[config.mk]
export PLATFORM = sky130hd
export DESIGN_NAME = latin1_utf8_ascii_transcoder
export DESIGN_NICKNAME = d
export VERILOG_FILES = /design/src/hw/rtl/ltx_pkg.sv /design/src/hw/rtl/latin1_utf8_ascii_transcoder.sv /design/src/hw/rtl/ltx_decode.sv /design/src/hw/rtl/ltx_outq.sv
export SDC_FILE = /design/constraint.sdc
export NUM_CORES = 1
export LEC_CHECK = 0
export ABC_CLOCK_PERIOD_IN_PS = 4010
export BUFFER_PORTS_ARGS = -buffer_cell sky130_fd_sc_hd__clkbuf_2
export CAP_MARGIN = 40
export CORE_MARGIN = 4
export CORE_UTILIZATION = 45
export CTS_CLUSTER_DIAMETER = 40
export DETAILED_ROUTE_END_ITERATION = 10
export HOLD_SLACK_MARGIN = 0.05
export MAX_ROUTING_LAYER = met4
export PLACE_DENSITY_LB_ADDON = 0.1
export SLEW_MARGIN = 0
export SYNTH_ARGS = -nofsm -noshare
export SYNTH_HDL_FRONTEND = slang
export SYNTH_SLANG_ARGS = --single-unit
[constraint.sdc]
create_clock -name clk -period 4.01 [get_ports clk]
set_input_delay 0.401 -clock clk [delete_from_list [all_inputs] [get_ports clk]]
set_output_delay 0.401 -clock clk [all_outputs]
set_load 0.005 [all_outputs]
[src/hw/rtl/ltx_pkg.sv]
package ltx_pkg;

  localparam logic [2:0] CS_ASCII   = 3'd0;
  localparam logic [2:0] CS_LATIN1  = 3'd1;
  localparam logic [2:0] CS_UTF8    = 3'd2;
  localparam logic [2:0] CS_UTF8MB4 = 3'd3;

  localparam logic [1:0] CFG_SOURCE = 2'd0;
  localparam logic [1:0] CFG_TARGET = 2'd1;

  localparam logic [1:0] ST_OK      = 2'd0;
  localparam logic [1:0] ST_INVALID = 2'd1;
  localparam logic [1:0] ST_NOIMPL  = 2'd2;

  localparam logic [7:0] QMARK = 8'h3F;

  typedef enum logic [2:0] {
    MODE_PASS,
    MODE_L2U,
    MODE_U2L,
    MODE_U2A,
    MODE_NONE
  } mode_t;

  typedef struct packed {
    logic [7:0] out_byte;
    logic       has_byte;
    logic [1:0] status;
    logic       is_last;
  } res_t;

  typedef struct packed {
    logic [1:0] cont_left;
    logic [2:0] seq_len;
    logic [4:0] lead_payload;
    logic       dropping;
  } dec_state_t;

  function automatic mode_t select_mode(input logic [2:0] s, input logic [2:0] t);
    logic t_utf8;
    mode_t m;
    t_utf8 = (t == CS_UTF8) || (t == CS_UTF8MB4);
    m = MODE_NONE;
    if (s == t) begin
      m = MODE_PASS;
    end else if (s == CS_ASCII && t_utf8) begin
      m = MODE_PASS;
    end else if (s == CS_LATIN1 && t_utf8) begin
      m = MODE_L2U;
    end else if (s == CS_UTF8 || s == CS_UTF8MB4) begin
      if (t == CS_LATIN1) begin
        m = MODE_U2L;
      end else if (t == CS_ASCII) begin
        m = MODE_U2A;
      end else if (t_utf8) begin
        m = MODE_PASS;
      end
    end
    return m;
  endfunction

endpackage

[src/hw/rtl/latin1_utf8_ascii_transcoder.sv]
// Charset transcoder for byte strings (ASCII, Latin1, UTF-8). Bytes enter on
// the s_axis port with tlast on the final byte of each string and leave on
// m_axis, one result word per cycle when m_axis_tready is high, tlast on the
// last result of a string and tuser carrying has_byte and status (status-only
// words have tdata zero). The input side takes one byte per cycle while the
// queue has room; a Latin1 byte of 0x80 or more converted to UTF-8 yields two
// words and is held until both fit, as m_axis moves one word per cycle. Bytes
// pass through the input register and the two-entry result queue. Source and
// target charsets are set over the cfg port (index 0 source, 1 target) while
// the stream is idle; a write also resets the UTF-8 decode state.
module latin1_utf8_ascii_transcoder (
  input  logic       clk,
  input  logic       rst,
  input  logic       s_axis_tvalid,
  output logic       s_axis_tready,
  input  logic [7:0] s_axis_tdata,   // [7:0] in_byte
  input  logic       s_axis_tlast,
  output logic       m_axis_tvalid,
  input  logic       m_axis_tready,
  output logic [7:0] m_axis_tdata,   // [7:0] out_byte
  output logic [2:0] m_axis_tuser,   // [0] has_byte, [2:1] status
  output logic       m_axis_tlast,
  input  logic       cfg_valid,
  output logic       cfg_ready,
  input  logic [1:0] cfg_index,
  input  logic [2:0] cfg_data
);

  logic [2:0]          src_cs;
  logic [2:0]          tgt_cs;
  ltx_pkg::mode_t      mode;
  ltx_pkg::dec_state_t st;
  ltx_pkg::dec_state_t st_next;
  logic                in_vld;
  logic [7:0]          in_byte;
  logic                in_last;
  logic [1:0]          nres;
  ltx_pkg::res_t       r0;
  ltx_pkg::res_t       r1;
  ltx_pkg::res_t       head;
  logic [1:0]          cnt;
  logic [2:0]          space;
  logic                pop;
  logic                commit;
  logic                cfg_wr;

  assign mode   = ltx_pkg::select_mode(src_cs, tgt_cs);
  assign pop    = m_axis_tvalid && m_axis_tready;
  assign space  = 3'd2 - {1'b0, cnt} + {2'b00, pop};
  assign commit = in_vld && ({1'b0, nres} <= space);
  assign s_axis_tready = !in_vld || commit;
  assign cfg_ready = 1'b1;
  assign cfg_wr = cfg_valid && cfg_ready &&
                  (cfg_index == ltx_pkg::CFG_SOURCE || cfg_index == ltx_pkg::CFG_TARGET);

  ltx_decode u_decode (
    .mode    (mode),
    .st      (st),
    .in_byte (in_byte),
    .in_last (in_last),
    .nres    (nres),
    .r0      (r0),
    .r1      (r1),
    .st_next (st_next)
  );

  ltx_outq u_outq (
    .clk   (clk),
    .rst   (rst),
    .npush (commit ? nres : 2'd0),
    .r0    (r0),
    .r1    (r1),
    .pop   (pop),
    .cnt   (cnt),
    .head  (head)
  );

  always_ff @(posedge clk) begin
    if (rst) begin
      src_cs <= ltx_pkg::CS_UTF8;
      tgt_cs <= ltx_pkg::CS_UTF8;
      st     <= '0;
      in_vld <= 1'b0;
    end else begin
      if (s_axis_tvalid && s_axis_tready) begin
        in_vld <= 1'b1;
      end else if (commit) begin
        in_vld <= 1'b0;
      end
      if (cfg_wr) begin
        st <= '0;
        if (cfg_index == ltx_pkg::CFG_SOURCE) begin
          src_cs <= cfg_data;
        end else begin
          tgt_cs <= cfg_data;
        end
      end else if (commit) begin
        st <= st_next;
      end
    end
  end

  always_ff @(posedge clk) begin
    if (s_axis_tvalid && s_axis_tready) begin
      in_byte <= s_axis_tdata;
      in_last <= s_axis_tlast;
    end
  end

  assign m_axis_tvalid = (cnt != 2'd0);
  assign m_axis_tdata  = head.out_byte;
  assign m_axis_tuser  = {head.status, head.has_byte};
  assign m_axis_tlast  = head.is_last;

`ifndef SYNTH
  a_cnt_bound: assert property (@(posedge clk) disable iff (rst) cnt != 2'd3)
    else $error("result queue overflow");
  a_drop_mode: assert property (@(posedge clk) disable iff (rst)
    st.dropping |-> (mode == ltx_pkg::MODE_U2L || mode == ltx_pkg::MODE_U2A))
    else $error("drop state outside utf8 decode");
  a_empty_ready: assert property (@(posedge clk) disable iff (rst)
    !in_vld |-> s_axis_tready)
    else $error("input stalled while empty");
  a_commit_frees: assert property (@(posedge clk) disable iff (rst)
    (commit && !(s_axis_tvalid && s_axis_tready)) |=> !in_vld)
    else $error("input word not released after commit");
`endif

endmodule

[src/hw/rtl/ltx_decode.sv]
module ltx_decode (
  input  ltx_pkg::mode_t      mode,
  input  ltx_pkg::dec_state_t st,
  input  logic [7:0]          in_byte,
  input  logic                in_last,
  output logic [1:0]          nres,
  output ltx_pkg::res_t       r0,
  output ltx_pkg::res_t       r1,
  output ltx_pkg::dec_state_t st_next
);

  localparam ltx_pkg::dec_state_t CLEAR = '0;

  ltx_pkg::res_t copy_res;
  ltx_pkg::res_t inval_res;
  logic [10:0]   cp;
  logic [7:0]    val;

  always_comb begin
    copy_res  = '{out_byte: in_byte, has_byte: 1'b1, status: ltx_pkg::ST_OK,
                  is_last: in_last};
    inval_res = '{out_byte: 8'h00, has_byte: 1'b0, status: ltx_pkg::ST_INVALID,
                  is_last: 1'b1};
    cp  = {st.lead_payload, in_byte[5:0]};
    val = ltx_pkg::QMARK;
    if (mode == ltx_pkg::MODE_U2L && st.seq_len == 3'd2 && cp[10:8] == 3'b000) begin
      val = cp[7:0];
    end

    nres    = 2'd0;
    r0      = copy_res;
    r1      = copy_res;
    st_next = st;

    case (mode)
      ltx_pkg::MODE_PASS: begin
        nres = 2'd1;
      end
      ltx_pkg::MODE_L2U: begin
        if (!in_byte[7]) begin
          nres = 2'd1;
        end else begin
          nres = 2'd2;
          r0 = '{out_byte: {6'b110000, in_byte[7:6]}, has_byte: 1'b1,
                 status: ltx_pkg::ST_OK, is_last: 1'b0};
          r1.out_byte = {2'b10, in_byte[5:0]};
        end
      end
      ltx_pkg::MODE_U2L, ltx_pkg::MODE_U2A: begin
        if (st.dropping) begin
          if (in_last) begin
            st_next = CLEAR;
          end
        end else if (st.cont_left != 2'd0) begin
          if (st.cont_left == 2'd1) begin
            st_next = CLEAR;
            nres = 2'd1;
            r0.out_byte = val;
          end else begin
            st_next.cont_left = st.cont_left - 2'd1;
            if (in_last) begin
              st_next = CLEAR;
              nres = 2'd1;
              r0 = inval_res;
            end
          end
        end else if (!in_byte[7]) begin
          nres = 2'd1;
        end else if (in_last || in_byte[6] == 1'b0 ||
                     in_byte[7:3] == 5'b11111) begin
          // bad lead byte, or the string ends on a lead byte
          st_next = CLEAR;
          st_next.dropping = !in_last;
          nres = 2'd1;
          r0 = inval_res;
        end else begin
          if (!in_byte[5]) begin
            st_next.seq_len = 3'd2;
            st_next.cont_left = 2'd1;
          end else if (!in_byte[4]) begin
            st_next.seq_len = 3'd3;
            st_next.cont_left = 2'd2;
          end else begin
            st_next.seq_len = 3'd4;
            st_next.cont_left = 2'd3;
          end
          st_next.lead_payload = in_byte[4:0];
        end
      end
      default: begin
        if (in_last) begin
          nres = 2'd1;
          r0 = '{out_byte: 8'h00, has_byte: 1'b0, status: ltx_pkg::ST_NOIMPL,
                 is_last: 1'b1};
        end
      end
    endcase
  end

endmodule

[src/hw/rtl/ltx_outq.sv]
module ltx_outq (
  input  logic          clk,
  input  logic          rst,
  input  logic [1:0]    npush,
  input  ltx_pkg::res_t r0,
  input  ltx_pkg::res_t r1,
  input  logic          pop,
  output logic [1:0]    cnt,
  output ltx_pkg::res_t head
);

  ltx_pkg::res_t q [2];
  ltx_pkg::res_t q_next [2];
  logic [1:0]    cnt_next;
  logic [1:0]    cnt_p;

  always_comb begin
    if (pop) begin
      q_next[0] = q[1];
      q_next[1] = q[1];
      cnt_p = cnt - 2'd1;
    end else begin
      q_next[0] = q[0];
      q_next[1] = q[1];
      cnt_p = cnt;
    end
    if (npush != 2'd0) begin
      if (cnt_p == 2'd0) begin
        q_next[0] = r0;
        q_next[1] = r1;
      end else begin
        q_next[1] = r0;
      end
    end
    cnt_next = cnt_p + npush;
  end

  always_ff @(posedge clk) begin
    if (rst) begin
      cnt <= 2'd0;
    end else begin
      cnt <= cnt_next;
    end
  end

  always_ff @(posedge clk) begin
    q[0] <= q_next[0];
    q[1] <= q_next[1];
  end

  assign head = q[0];

endmodule
==> key figures <==
Finish
  • Final nets: 360
  • P&R area growth vs syn: 7.600%
  • Fillers: 613
  • Multi-input combinational cell area: 1430 µm²
  • Layout cells sized above 1: 0.1642
  • Seq. cell area: 1271 µm²
  • Post-layout util: 0.4966
  • # diodes: 0

Critical path
  • Crit path required time: 4.22 ns
  • Bufs and invs on worst path: 3
  • Worst path cell trace: inv_1 -> ha_1 -> and2_1 -> nand4_2 -> a31oi_2 -> nor2_1 -> inv_1 -> ha_1 -> nor2b_1 -> o21ai_1 -> nand2_1 -> a2111oi_4 -> buf_4 -> a21oi_1 -> a21o_1
  • Worst setup endpoint: u_outq.q[0][6]
  • Crit path DAT: 3.68 ns
  • FF-to-FF setup slack: 0.55 ns
  • FF-to-FF Start: st[9]
  • Worst reg2reg path endpoint: u_outq.q[0][6]
  • Critical path class: reg -> reg
  • Critical Path Stages: 15
  • CP max stage cell: a31oi_2
  • Crit. End Element: flip-flop
  • Crit path largest cell delay: 0.38 ns
  • CP Launch Point: st[9]
  • Startpoint types: flip-flop
  • Crit path max-delay family: compound AO/OA/AOI/OAI gates
  • Reg2reg path depth: 15
  • Critical-path maximum fanout: 23

Placement
  • Gpl congestion: 0.8605
  • Buffers on Ports: 32
  • DPL Wire Length: 4849 µm

Synthesis
  • Most frequent cell after synthesis: dfxtp_1
  • Synth area leaders: dfxtp_1 (22%), edfxtp_1 (22%), a21oi_1 (4.6%)
  • Cell taking the most area after synthesis: dfxtp_1
  • Synth Register Bits: 53
  • Post-synth top area share: 0.2198
  • Mean Syn Cell Area: 9.222 µm²
  • Ys async rst share: 0
  • Post-synth cell types: 61
  • Top FF cell, synth: dfxtp_1
  • Syn nets: 342
  • Post-Syn Instances: 316
  • Sequential element share of the synthesized area: 0.4362
  • Most instantiated cells after synthesis: dfxtp_1 (32), nor2_1 (29), a21oi_1 (27), nand2_1 (25), edfxtp_1 (21)
  • Synth warn: 0
  • Synth Cell Area: 2914 µm²
  • Post-synth EDFFs: 21

CTS
  • CTS sink cnt: 53
  • Number of gates resized after CTS: 0
  • TritonCTS Buffers: 5
  • H-tree depth: 2
  • Clock Latency Late Sink: 0.31 ns
  • Clock edge transition at the registers on the reported setup and hold paths: 0.09 ns
  • Cts-stage hold buffer count: 0
  • TritonCTS clock tree: done
  • CTS root buf: clkbuf_8
  • Clk buf depth: 2
  • Postcts setup bufs: 0

Floorplan
  • Die ar.: 7827 µm²
  • Die Y: 88.47 µm
  • CORE AREA: 6314 µm²
  • Die width: 88.47 µm
  • Starting Density: 0.4616
  • Cell row count: 29
  • Ports: 34

Global route
  • Largest net degree at the start of global routing: 24
  • Vias in the first global route: 2,259
  • Total gr overflow: 0
  • Initial antenna violation count: 0
  • First-pass GRT wire length: 11,220 µm
  • GRT Util Overall: 0.1873

Power and ir drop
  • Peak supply drop: 0.3052 mV
  • LEAKAGE: 1.224 nW
  • Cell Pwr Density: 595.0 nW/µm²

Detailed routing
  • DR WL/cell: 15.49 µm
  • Final WL: 6382 µm
  • Initial drt markers: 141
  • Drt drc: 0
  • Drt pass-1 iters: 4
  • Routed Antenna Nets: 0
  • Vias: 2,364
  • Vias/cell: 5.738

Worst hold path
  • Worst hold path class: in -> reg
  • Worst Hold Launch: s_axis_tdata[5]

STA
  • Hold slack: 0.2608 ns
  • Worst slew pin tran: 0.5563 ns
  • Fmax: 288.8 MHz
  • Final setup viols: 0
  • Fin crit period: 3.463 ns
  • Final Cycle Share: 0.8636
  • Final Hold Fails: 0
  • Fin Clk Skew: 0.006294 ns
  • Setup TNS Final: 0 ns
  • RSZ-0062 raised after global routing: false
  • Slew Limit Headroom: 0.6283
  • Slew Viols, Final: 0

Status
  • Status: complete, no violations

Job
  • Max-cap viol count: 0
## flip-flops by register name, summed over array words and instances, names as in the netlist
name,cells
u_outq.q,24
in_last,1
tgt_cs,3
st,11
u_outq.cnt,2
src_cs,3
in_byte,8
in_vld,1
## where the power goes
part	switching [mW]	total, mW	internal, mW	leakage (nW)
registers	0.0667	0.790	0.723	0.461
clock network	0.177	0.300	0.123	0.0374
logic	0.449	0.776	0.327	0.726
total	0.692	1.87	1.17	1.22
## placed cells by master (no fill, tap or decap), drive strengths merged, types with 2 or more instances in the layout
cell / count
a211o: 2
a211oi: 9
a21o: 6
a21oi: 28
a22oi: 9
a31oi: 5
and2: 4
buf: 5
clkbuf: 38
clkinvlp: 2
dfxtp: 32
edfxtp: 21
ha: 7
inv: 14
mux2: 2
mux2i: 8
nand2: 25
nand2b: 4
nand3: 8
nand3b: 3
nand4: 3
nor2: 30
nor2b: 11
nor3: 6
nor3b: 3
o21ai: 14
o21bai: 2
o221ai: 4
o31ai: 2
or2: 4
or3b: 2
xnor2: 2
## per-stage QoR
stage	instances	instance area (µm²)	total power, mW	setup slack, ns
finish	412	3136	1.866	0.5471
global route	412	3136	2.052	0.1003
CTS	412	3136	1.886	0.5541
detailed placement	404	3048	1.584	0.5611
global placement	404	3048	1.568	0.6653
floorplan	316	2914	1.437	0.6243
## cells by family after synthesis
group / synth area share
other: 0.001287
XOR/XNOR: 0.006012
AND/OR/NAND/NOR: 0.1997
flip-flops: 0.4362
adder cells (fa/ha/maj): 0.03005
multiplexers: 0.03521
buffers and inverters: 0.07299
AO/OA/AOI/OAI: 0.2185
## worst register-to-register path, cell delays in order (launching register included)
cell and delay (ns):
dfxtp_1 0.35, inv_1 0.07, ha_1 0.36, and2_1 0.28, nand4_2 0.19, a31oi_2 0.38, nor2_1 0.10, inv_1 0.09
ha_1 0.14, nor2b_1 0.05, o21ai_1 0.25, nand2_1 0.24, a2111oi_4 0.35, buf_4 0.30, a21oi_1 0.08, a21o_1 0.15
## cell type report
cell class,instances,share of cell area
sequential,53,0.4054
clock inverter,2,0.004789
tap,77,0.03073
inverter,14,0.01676
multi-input combinational,223,0.4561
timing repair buffer,37,0.06305
clock buffer,6,0.02314
## layer usage
layer	share of wire	vias up	wire, µm	track usage
met2	0.45	66	2891	0.2882
met1	0.47	1113	3020	0.2585
met3	0.057	10	363	0.03073
met4	0.017	0	107	0.04533
li1	-	1175	-	-
met5	0	-	0	-
## worst min-delay path by stage
stage,end,cells past startpoint
5_1_grt,in_byte[3],1
6_report,in_byte[5],1
3_5_place_dp,st[8],2
4_1_cts,in_byte[5],1
3_3_place_gp,st[8],2
2_1_floorplan,st[8],2
Power figures use the tool's default switching activity.
